## config.mk

```make
export PLATFORM = sky130hd
export DESIGN_NAME = ghalloc_update
export DESIGN_NICKNAME = d
export VERILOG_FILES = /design/src/hw/rtl/ghalloc_pkg.sv /design/src/hw/rtl/ghalloc_update.sv
export SDC_FILE = /design/constraint.sdc
export NUM_CORES = 1
export LEC_CHECK = 0
export BUFFER_PORTS_ARGS = -buffer_cell sky130_fd_sc_hd__buf_2
export CELL_PAD_IN_SITES_DETAIL_PLACEMENT = 1
export CELL_PAD_IN_SITES_GLOBAL_PLACEMENT = 1
export CORE_ASPECT_RATIO = 1.75
export CORE_UTILIZATION = 34
export DETAILED_ROUTE_END_ITERATION = 10
export PLACE_DENSITY = 0.95
export SLEW_MARGIN = 10
export SYNTH_ARGS = -nofsm -noshare
export SYNTH_HDL_FRONTEND = slang
export SYNTH_SLANG_ARGS = --single-unit
```

## constraint.sdc

```tcl
create_clock -name vclk -period 16.5
set_clock_uncertainty 0.1 [all_clocks]
set_input_delay 1.65 -clock vclk [all_inputs]
set_output_delay 1.65 -clock vclk [all_outputs]
set_load 0.02 [all_outputs]
```

## src/hw/rtl/ghalloc_pkg.sv

```systemverilog
package ghalloc_pkg;

    // Table geometry.
    localparam int SLOT_COUNT = 1024;
    localparam int SLOT_W     = $clog2(SLOT_COUNT);
    localparam int SLOT_PTR_W = $clog2(SLOT_COUNT + 1);
    localparam int GEN_W      = 8;
    localparam int LEVEL_SLOTS = 65536;
    localparam int LVL_W      = $clog2(LEVEL_SLOTS + 1);
    localparam int ADD_W      = LVL_W + 1;

    // Transaction field widths.
    localparam int KIND_W   = 2;
    localparam int IDX_W    = 10;
    localparam int VER_W    = 8;
    localparam int LVLCNT_W = 8;
    localparam int STATUS_W = 2;
    localparam int OFS_W    = 16;
    localparam int REF_W    = 16;

    localparam logic [REF_W-1:0] REFS_MAX = {REF_W{1'b1}};

    // Request kinds.
    localparam logic [KIND_W-1:0] KIND_CREATE = 2'd0;
    localparam logic [KIND_W-1:0] KIND_COPY   = 2'd1;
    localparam logic [KIND_W-1:0] KIND_FREE   = 2'd2;

    // Result status codes.
    localparam logic [STATUS_W-1:0] STATUS_DONE     = 2'd0;
    localparam logic [STATUS_W-1:0] STATUS_RELEASED = 2'd1;
    localparam logic [STATUS_W-1:0] STATUS_STALE    = 2'd2;
    localparam logic [STATUS_W-1:0] STATUS_FULL     = 2'd3;

    typedef enum logic {
        ST_IDLE,
        ST_UPDATE
    } t_state;

    typedef struct packed {
        logic [KIND_W-1:0]   kind;
        logic [IDX_W-1:0]    handle_index;
        logic [VER_W-1:0]    handle_version;
        logic [LVLCNT_W-1:0] level_count;
    } t_req;

    typedef struct packed {
        logic                  live;
        logic [REF_W-1:0]      refs;
        logic [GEN_W-1:0]      gen;
        logic [SLOT_PTR_W-1:0] next_free;
    } t_entry;

    typedef struct packed {
        logic [STATUS_W-1:0] status;
        logic [IDX_W-1:0]    slot_index;
        logic [VER_W-1:0]    slot_version;
        logic [OFS_W-1:0]    level_offset;
        logic [REF_W-1:0]    ref_count;
    } t_res;

    typedef struct packed {
        logic                  mem_we;
        logic [SLOT_W-1:0]     mem_addr;
        t_entry                mem_wdata;
        logic [SLOT_PTR_W-1:0] free_head;
        logic [SLOT_PTR_W-1:0] slots_used;
        logic [LVL_W-1:0]      next_offset;
        t_res                  res;
    } t_upd;

endpackage

```

## src/hw/rtl/ghalloc_update.sv

```systemverilog
module ghalloc_update (
    input  ghalloc_pkg::t_req                       i_req,
    input  ghalloc_pkg::t_entry                     i_entry,
    input  logic [ghalloc_pkg::SLOT_PTR_W-1:0]      i_free_head,
    input  logic [ghalloc_pkg::SLOT_PTR_W-1:0]      i_slots_used,
    input  logic [ghalloc_pkg::LVL_W-1:0]           i_next_offset,
    output ghalloc_pkg::t_upd                       o_upd
);
    import ghalloc_pkg::*;

    logic             is_create;
    logic             is_copy;
    logic             is_free;
    logic             from_free;
    logic             table_full;
    logic             offset_over;
    logic             hit;
    logic [ADD_W-1:0] add_a;
    logic [ADD_W-1:0] add_b;
    logic [ADD_W-1:0] add_sum;
    logic [REF_W-1:0] new_refs;
    logic [SLOT_W-1:0] new_slot;
    logic [GEN_W-1:0]  new_gen;
    logic [GEN_W-1:0]  bumped_gen;

    assign is_create = (i_req.kind == KIND_CREATE);
    assign is_copy   = (i_req.kind == KIND_COPY);
    assign is_free   = (i_req.kind == KIND_FREE);

    // One shared adder: offset plus level count for a create, count plus
    // one for a copy, count minus one for a free.
    always_comb begin
        if (is_create) begin
            add_a = ADD_W'(i_next_offset);
            add_b = ADD_W'(i_req.level_count);
        end else if (is_copy) begin
            add_a = ADD_W'(i_entry.refs);
            add_b = ADD_W'(1);
        end else begin
            add_a = ADD_W'(i_entry.refs);
            add_b = {ADD_W{1'b1}};
        end
    end

    assign add_sum = add_a + add_b;

    // Create checks: slot source and exhaustion of either resource.
    assign from_free   = (i_free_head < SLOT_PTR_W'(SLOT_COUNT));
    assign table_full  = !from_free && (i_slots_used >= SLOT_PTR_W'(SLOT_COUNT));
    assign offset_over = (add_sum > ADD_W'(LEVEL_SLOTS));

    // A handle is honored only for a written, live slot of matching generation.
    assign hit = (is_copy || is_free)
              && (SLOT_PTR_W'(i_req.handle_index) < i_slots_used)
              && i_entry.live
              && (VER_W'(i_entry.gen) == i_req.handle_version);

    assign new_slot   = from_free ? i_free_head[SLOT_W-1:0] : i_slots_used[SLOT_W-1:0];
    assign new_gen    = from_free ? i_entry.gen : '0;
    assign bumped_gen = i_entry.gen + GEN_W'(1);

    // Saturate on copy; plain decrement on free.
    assign new_refs = (is_copy && (i_entry.refs == REFS_MAX)) ? REFS_MAX
                                                               : add_sum[REF_W-1:0];

    // Write-back and result selection.
    always_comb begin
        o_upd              = '0;
        o_upd.free_head    = i_free_head;
        o_upd.slots_used   = i_slots_used;
        o_upd.next_offset  = i_next_offset;
        o_upd.mem_addr     = i_req.handle_index[SLOT_W-1:0];
        o_upd.mem_wdata    = i_entry;
        o_upd.res.status   = STATUS_STALE;
        o_upd.res.slot_index = i_req.handle_index;

        if (is_create) begin
            o_upd.res.slot_index = '0;
            if (table_full || offset_over) begin
                o_upd.res.status = STATUS_FULL;
            end else begin
                o_upd.mem_we              = 1'b1;
                o_upd.mem_addr            = new_slot;
                o_upd.mem_wdata.live      = 1'b1;
                o_upd.mem_wdata.refs      = REF_W'(1);
                o_upd.mem_wdata.gen       = new_gen;
                o_upd.mem_wdata.next_free = SLOT_PTR_W'(SLOT_COUNT);
                o_upd.next_offset         = add_sum[LVL_W-1:0];
                if (from_free) begin
                    o_upd.free_head = i_entry.next_free;
                end else begin
                    o_upd.slots_used = i_slots_used + SLOT_PTR_W'(1);
                end
                o_upd.res.status       = STATUS_DONE;
                o_upd.res.slot_index   = IDX_W'(new_slot);
                o_upd.res.slot_version = VER_W'(new_gen);
                o_upd.res.level_offset = i_next_offset[OFS_W-1:0];
                o_upd.res.ref_count    = REF_W'(1);
            end
        end else if (hit) begin
            o_upd.mem_we         = 1'b1;
            o_upd.mem_wdata.refs = new_refs;
            if (is_free && (new_refs == '0)) begin
                o_upd.mem_wdata.live      = 1'b0;
                o_upd.mem_wdata.gen       = bumped_gen;
                o_upd.mem_wdata.next_free = i_free_head;
                o_upd.free_head           = SLOT_PTR_W'(i_req.handle_index);
                o_upd.res.status          = STATUS_RELEASED;
                o_upd.res.slot_version    = VER_W'(bumped_gen);
            end else begin
                o_upd.res.status       = STATUS_DONE;
                o_upd.res.slot_version = VER_W'(i_entry.gen);
                o_upd.res.ref_count    = new_refs;
            end
        end
    end

endmodule

```

======== Yosys cells after proc, flatten, opt, wreduce, memory -nomap -nowiden ========
Index checks and enable logic that the tools add are counted.
Widths: inputs -> output; s select.
operators by class
  $add $sub $neg .......................... 3
  $lt $le $gt $ge ......................... 4
  equal/unequal tests ..................... 4
  multiplexer cells ....................... 30
  reductions and logical operators ........ 11
operators with widths
  kind                   number
  $mux 47                2
  $mux 86                1
  $mux 16                5
  $mux 50                1
  $mux 18                2
  $mux 8                 4
  $mux 10                3
  $mux 30                1
  $mux 28                1
  $mux 11                2
  $add 18x18->18         1
  $gt 18x17->1 const B   1
  $mux 17                1
  $eq 16x16->1 const B   1
  $logic_not 16->1       1
  $add 11x1->11 const B  1
  $ge 11x11->1 const B   1
  $lt 10x11->1           1
  $lt 11x11->1 const B   1
  $add 8x1->8 const B    1
  $eq 8x8->1             1
  $logic_and 1x1->1      6
  $mux 2                 3
  $mux 1                 4
  5 further kinds        6
storage, ports and cells
  register bits after elaboration ......... 0
  input port bits ......................... 103
  output and inout port bits .............. 138
  word-level logic and storage cells ...... 52

======== Logic depth before layout (Yosys ltp) ========
  depth in word-level cells ............... 10
  mapped depth ............................ 21
  depth with buffers taken out ............ 16

======== Worst setup path after synthesis ========
No wires, ideal clock.
  kind .................................... input -> output
  start ................................... input port i_req[26] (netlist name)
  end ..................................... output port o_upd[79] (netlist name)
  arrival ................................. 6.014 ns
  path slack .............................. 8.736 ns
  stages on the path ...................... 21
  cell sequence ........................... inv_1 > ha_1 > buf_6 > clkbuf_1 > clkbuf_1 > nand2_1 > o21ai_0 > ha_1 > inv_1 > fa_1 > nand2b_1 > a211oi_1 > o21ai_0 > a2111oi_2 > and4_1 > nand4_1 > o22ai_2 > buf_6 > buf_2 > nand2_1 > o31ai_1
RTL lines
  item         line                 RTL
  from (decl)  ghalloc_update.sv:2  input ghalloc_pkg::t_req i_req,
  to (decl)    ghalloc_update.sv:7  output ghalloc_pkg::t_upd o_upd

==> flow_metrics.env <==
export IMPL_status="finished, final reports clean"
export IMPL_crit_start="i_req[26]"
export IMPL_cts_resized=0
export IMPL_dr_pass1_iters=5
export IMPL_drt_initial_drc_count=226
export IMPL_netlist_area_um2=4340
export IMPL_grt_pass1_wl_mm=29.6
export IMPL_die_h_um=151
export IMPL_p_seq_frac=0
export IMPL_yosysSeqAreaShare=0
export IMPL_net_switching_power_mw=0.153
export IMPL_die_w_um=87.4
export IMPL_min_period_ns=8.68
export IMPL_report_final_slew_viol_count=0
export IMPL_p_int_mw=0.0909
export IMPL_clockBufferCount=0
export IMPL_antenna_found_initial=0
export IMPL_cap_viol_max_count=0
export IMPL_path_class="in2out"
export IMPL_grt_total_usage=0.287
export IMPL_p_comb_frac=1.000
export IMPL_dp_hpwl_mm=16.5
export IMPL_rows=54
export IMPL_p_sw_frac=0.627
export IMPL_grt_ovfl_total=0
export IMPL_grt_setup_unrepaired="false"
export IMPL_seqCellArea_um2=0
export IMPL_min_from="i_slots_used[9]"
export IMPL_cts_setup_buffers=0
export IMPL_ys_top_cells_by_count="nand2_1 (58), nor2_1 (51), inv_1 (36)"
export IMPL_irDropWorstVdd_uv=19.2
export IMPL_holdBufCountCts=0
export IMPL_synth_cells=607
export IMPL_postSynthAreaPerCell_um2=7.15
export IMPL_totalWireLength_mm=20.1
export IMPL_post_drt_wl_per_cell_um=20.5
export IMPL_start_util=0.349
export IMPL_ys_warn_count=0
export IMPL_place_gp_congestion=0.923
export IMPL_relSlewSlack=0.244
export IMPL_grt_max_degree=49
export IMPL_crit_path_end_kind="output pin"
export IMPL_p_leak_nw=3.00
export IMPL_worstPathMaxFanout=48
export IMPL_setup_viol=0
export IMPL_drive_above_1_share=0.385
export IMPL_worst_pin_slew_ns=1.13
export IMPL_n_antenna_cell=0
export IMPL_hold_viol_final=0
export IMPL_power_mw=0.244
export IMPL_synth_area_leader_cell="ha_1"
export IMPL_grt_pass1_vias=5726
export IMPL_yosysMostFrequentCell="nand2_1"
export IMPL_die_area_um2=13200
export IMPL_area_delta_synth_final_pct=28.5
export IMPL_synth_top_cell_area_share=0.0807
export IMPL_powerDensity_nw_per_um2=43.8
export IMPL_core_area_um2=12400
export IMPL_fmax_mhz=115
export IMPL_required_ns=14.75
export IMPL_design_portCount=241
export IMPL_yosysUniqueCellTypes=80
export IMPL_min_period_over_period=0.526
export IMPL_antenna_left=0
export IMPL_tns_ns=0
export IMPL_startpoint_type="primary input"
export IMPL_synthTopCellsByArea="ha_1 (8.1%), mux2i_1 (6.0%), mux2_2 (5.7%)"
export IMPL_hp_class="in2out"
export IMPL_port_buffers=241
export IMPL_seq_cells=0
export IMPL_viasPerCell=5.87
export IMPL_synthesis_nets=739
export IMPL_worst_endpoint_arrival_ns=6.93
export IMPL_p_clk_frac=0
export IMPL_via_count=5749
export IMPL_route_detailed_drc=0
export IMPL_fin_nets=945
metal layers:
layer / wire length, um / GRT usage / vias to the layer above
li1: - / - / 2664
met5: 0 / 0 / -
met4: 724 / 0.100 / 0
met3: 1130 / 0.0223 / 45
met1: 7090 / 0.286 / 2793
met2: 11200 / 0.592 / 247
stage by stage:
step	util	hold WS, ns	setup slack, ns	std cells	instance area (um^2)
2_1_floorplan	-	3.34	8.74	607	4340
3_3_place_gp	0.449	3.52	8.06	979	5580
3_5_place_dp	0.449	3.52	7.89	979	5580
4_1_cts	0.449	3.53	7.90	979	5580
5_1_grt	0.449	3.53	7.42	979	5580
6_report	0.449	3.53	7.82	979	5580
layout make-up:
cell class | count | area [um^2]
inverter | 36 | 135
timing repair buffer | 248 | 1260
tap | 168 | 210
multi-input combinational | 527 | 3970
fill | 1754 | 6850
critical path: stages:
cell and delay, ns:
buf_2 0.11, inv_1 0.10, ha_2 0.18, buf_4 0.49, nand2_1 0.10, o21ai_0 0.10, ha_1 0.20, inv_1 0.06
fa_1 0.39, nand2b_1 0.18, a211oi_1 0.49, o211ai_2 0.26, a211oi_1 0.41, o211ai_1 0.16, a2111o_1 0.50, nor3_4 0.91
a2bb2o_1 0.34, a21o_1 0.10, buf_2 0.15
placed cells by master, fill, tap and decap left out, types with 12 or more instances in the layout:
cell type and n:
buf_2 241, xnor2_1 28, a221o_1 20, inv_1 36
ha_1 27, a21oi_1 15, mux2i_1 26, nor2_1 51
nand3_1 12, and3_1 20, o21ai_0 12, nand2_1 58
mux2_2 22, a21o_1 31, nor3_1 13, and2_1 22
nor3b_1 12, o22ai_1 22
power by group through the flow:
| stage | registers, mW | clock network [mW] | logic, mW |
|---|---|---|---|
| floorplan | 0 | 0 | 0.165 |
| global placement | 0 | 0 | 0.235 |
| detailed placement | 0 | 0 | 0.241 |
| CTS | 0 | 0 | 0.242 |
| global route | 0 | 0 | 0.261 |
| finish | 0 | 0 | 0.244 |
logic make-up after synthesis:
group	Yosys count	synth area share
muxes	61	0.166
and+or+nand+nor	237	0.294
buffers and inverters	80	0.0848
xor gates and xnor gates	33	0.0753
AOI/OAI and AO/OA	167	0.295
adders and majority gates	29	0.0854
path summary, 6_finish.rpt:
kind,end,cells after the start
setup / recovery,o_upd[103],19
hold / removal,o_upd[78],3
(Power assumes the default switching activity.)
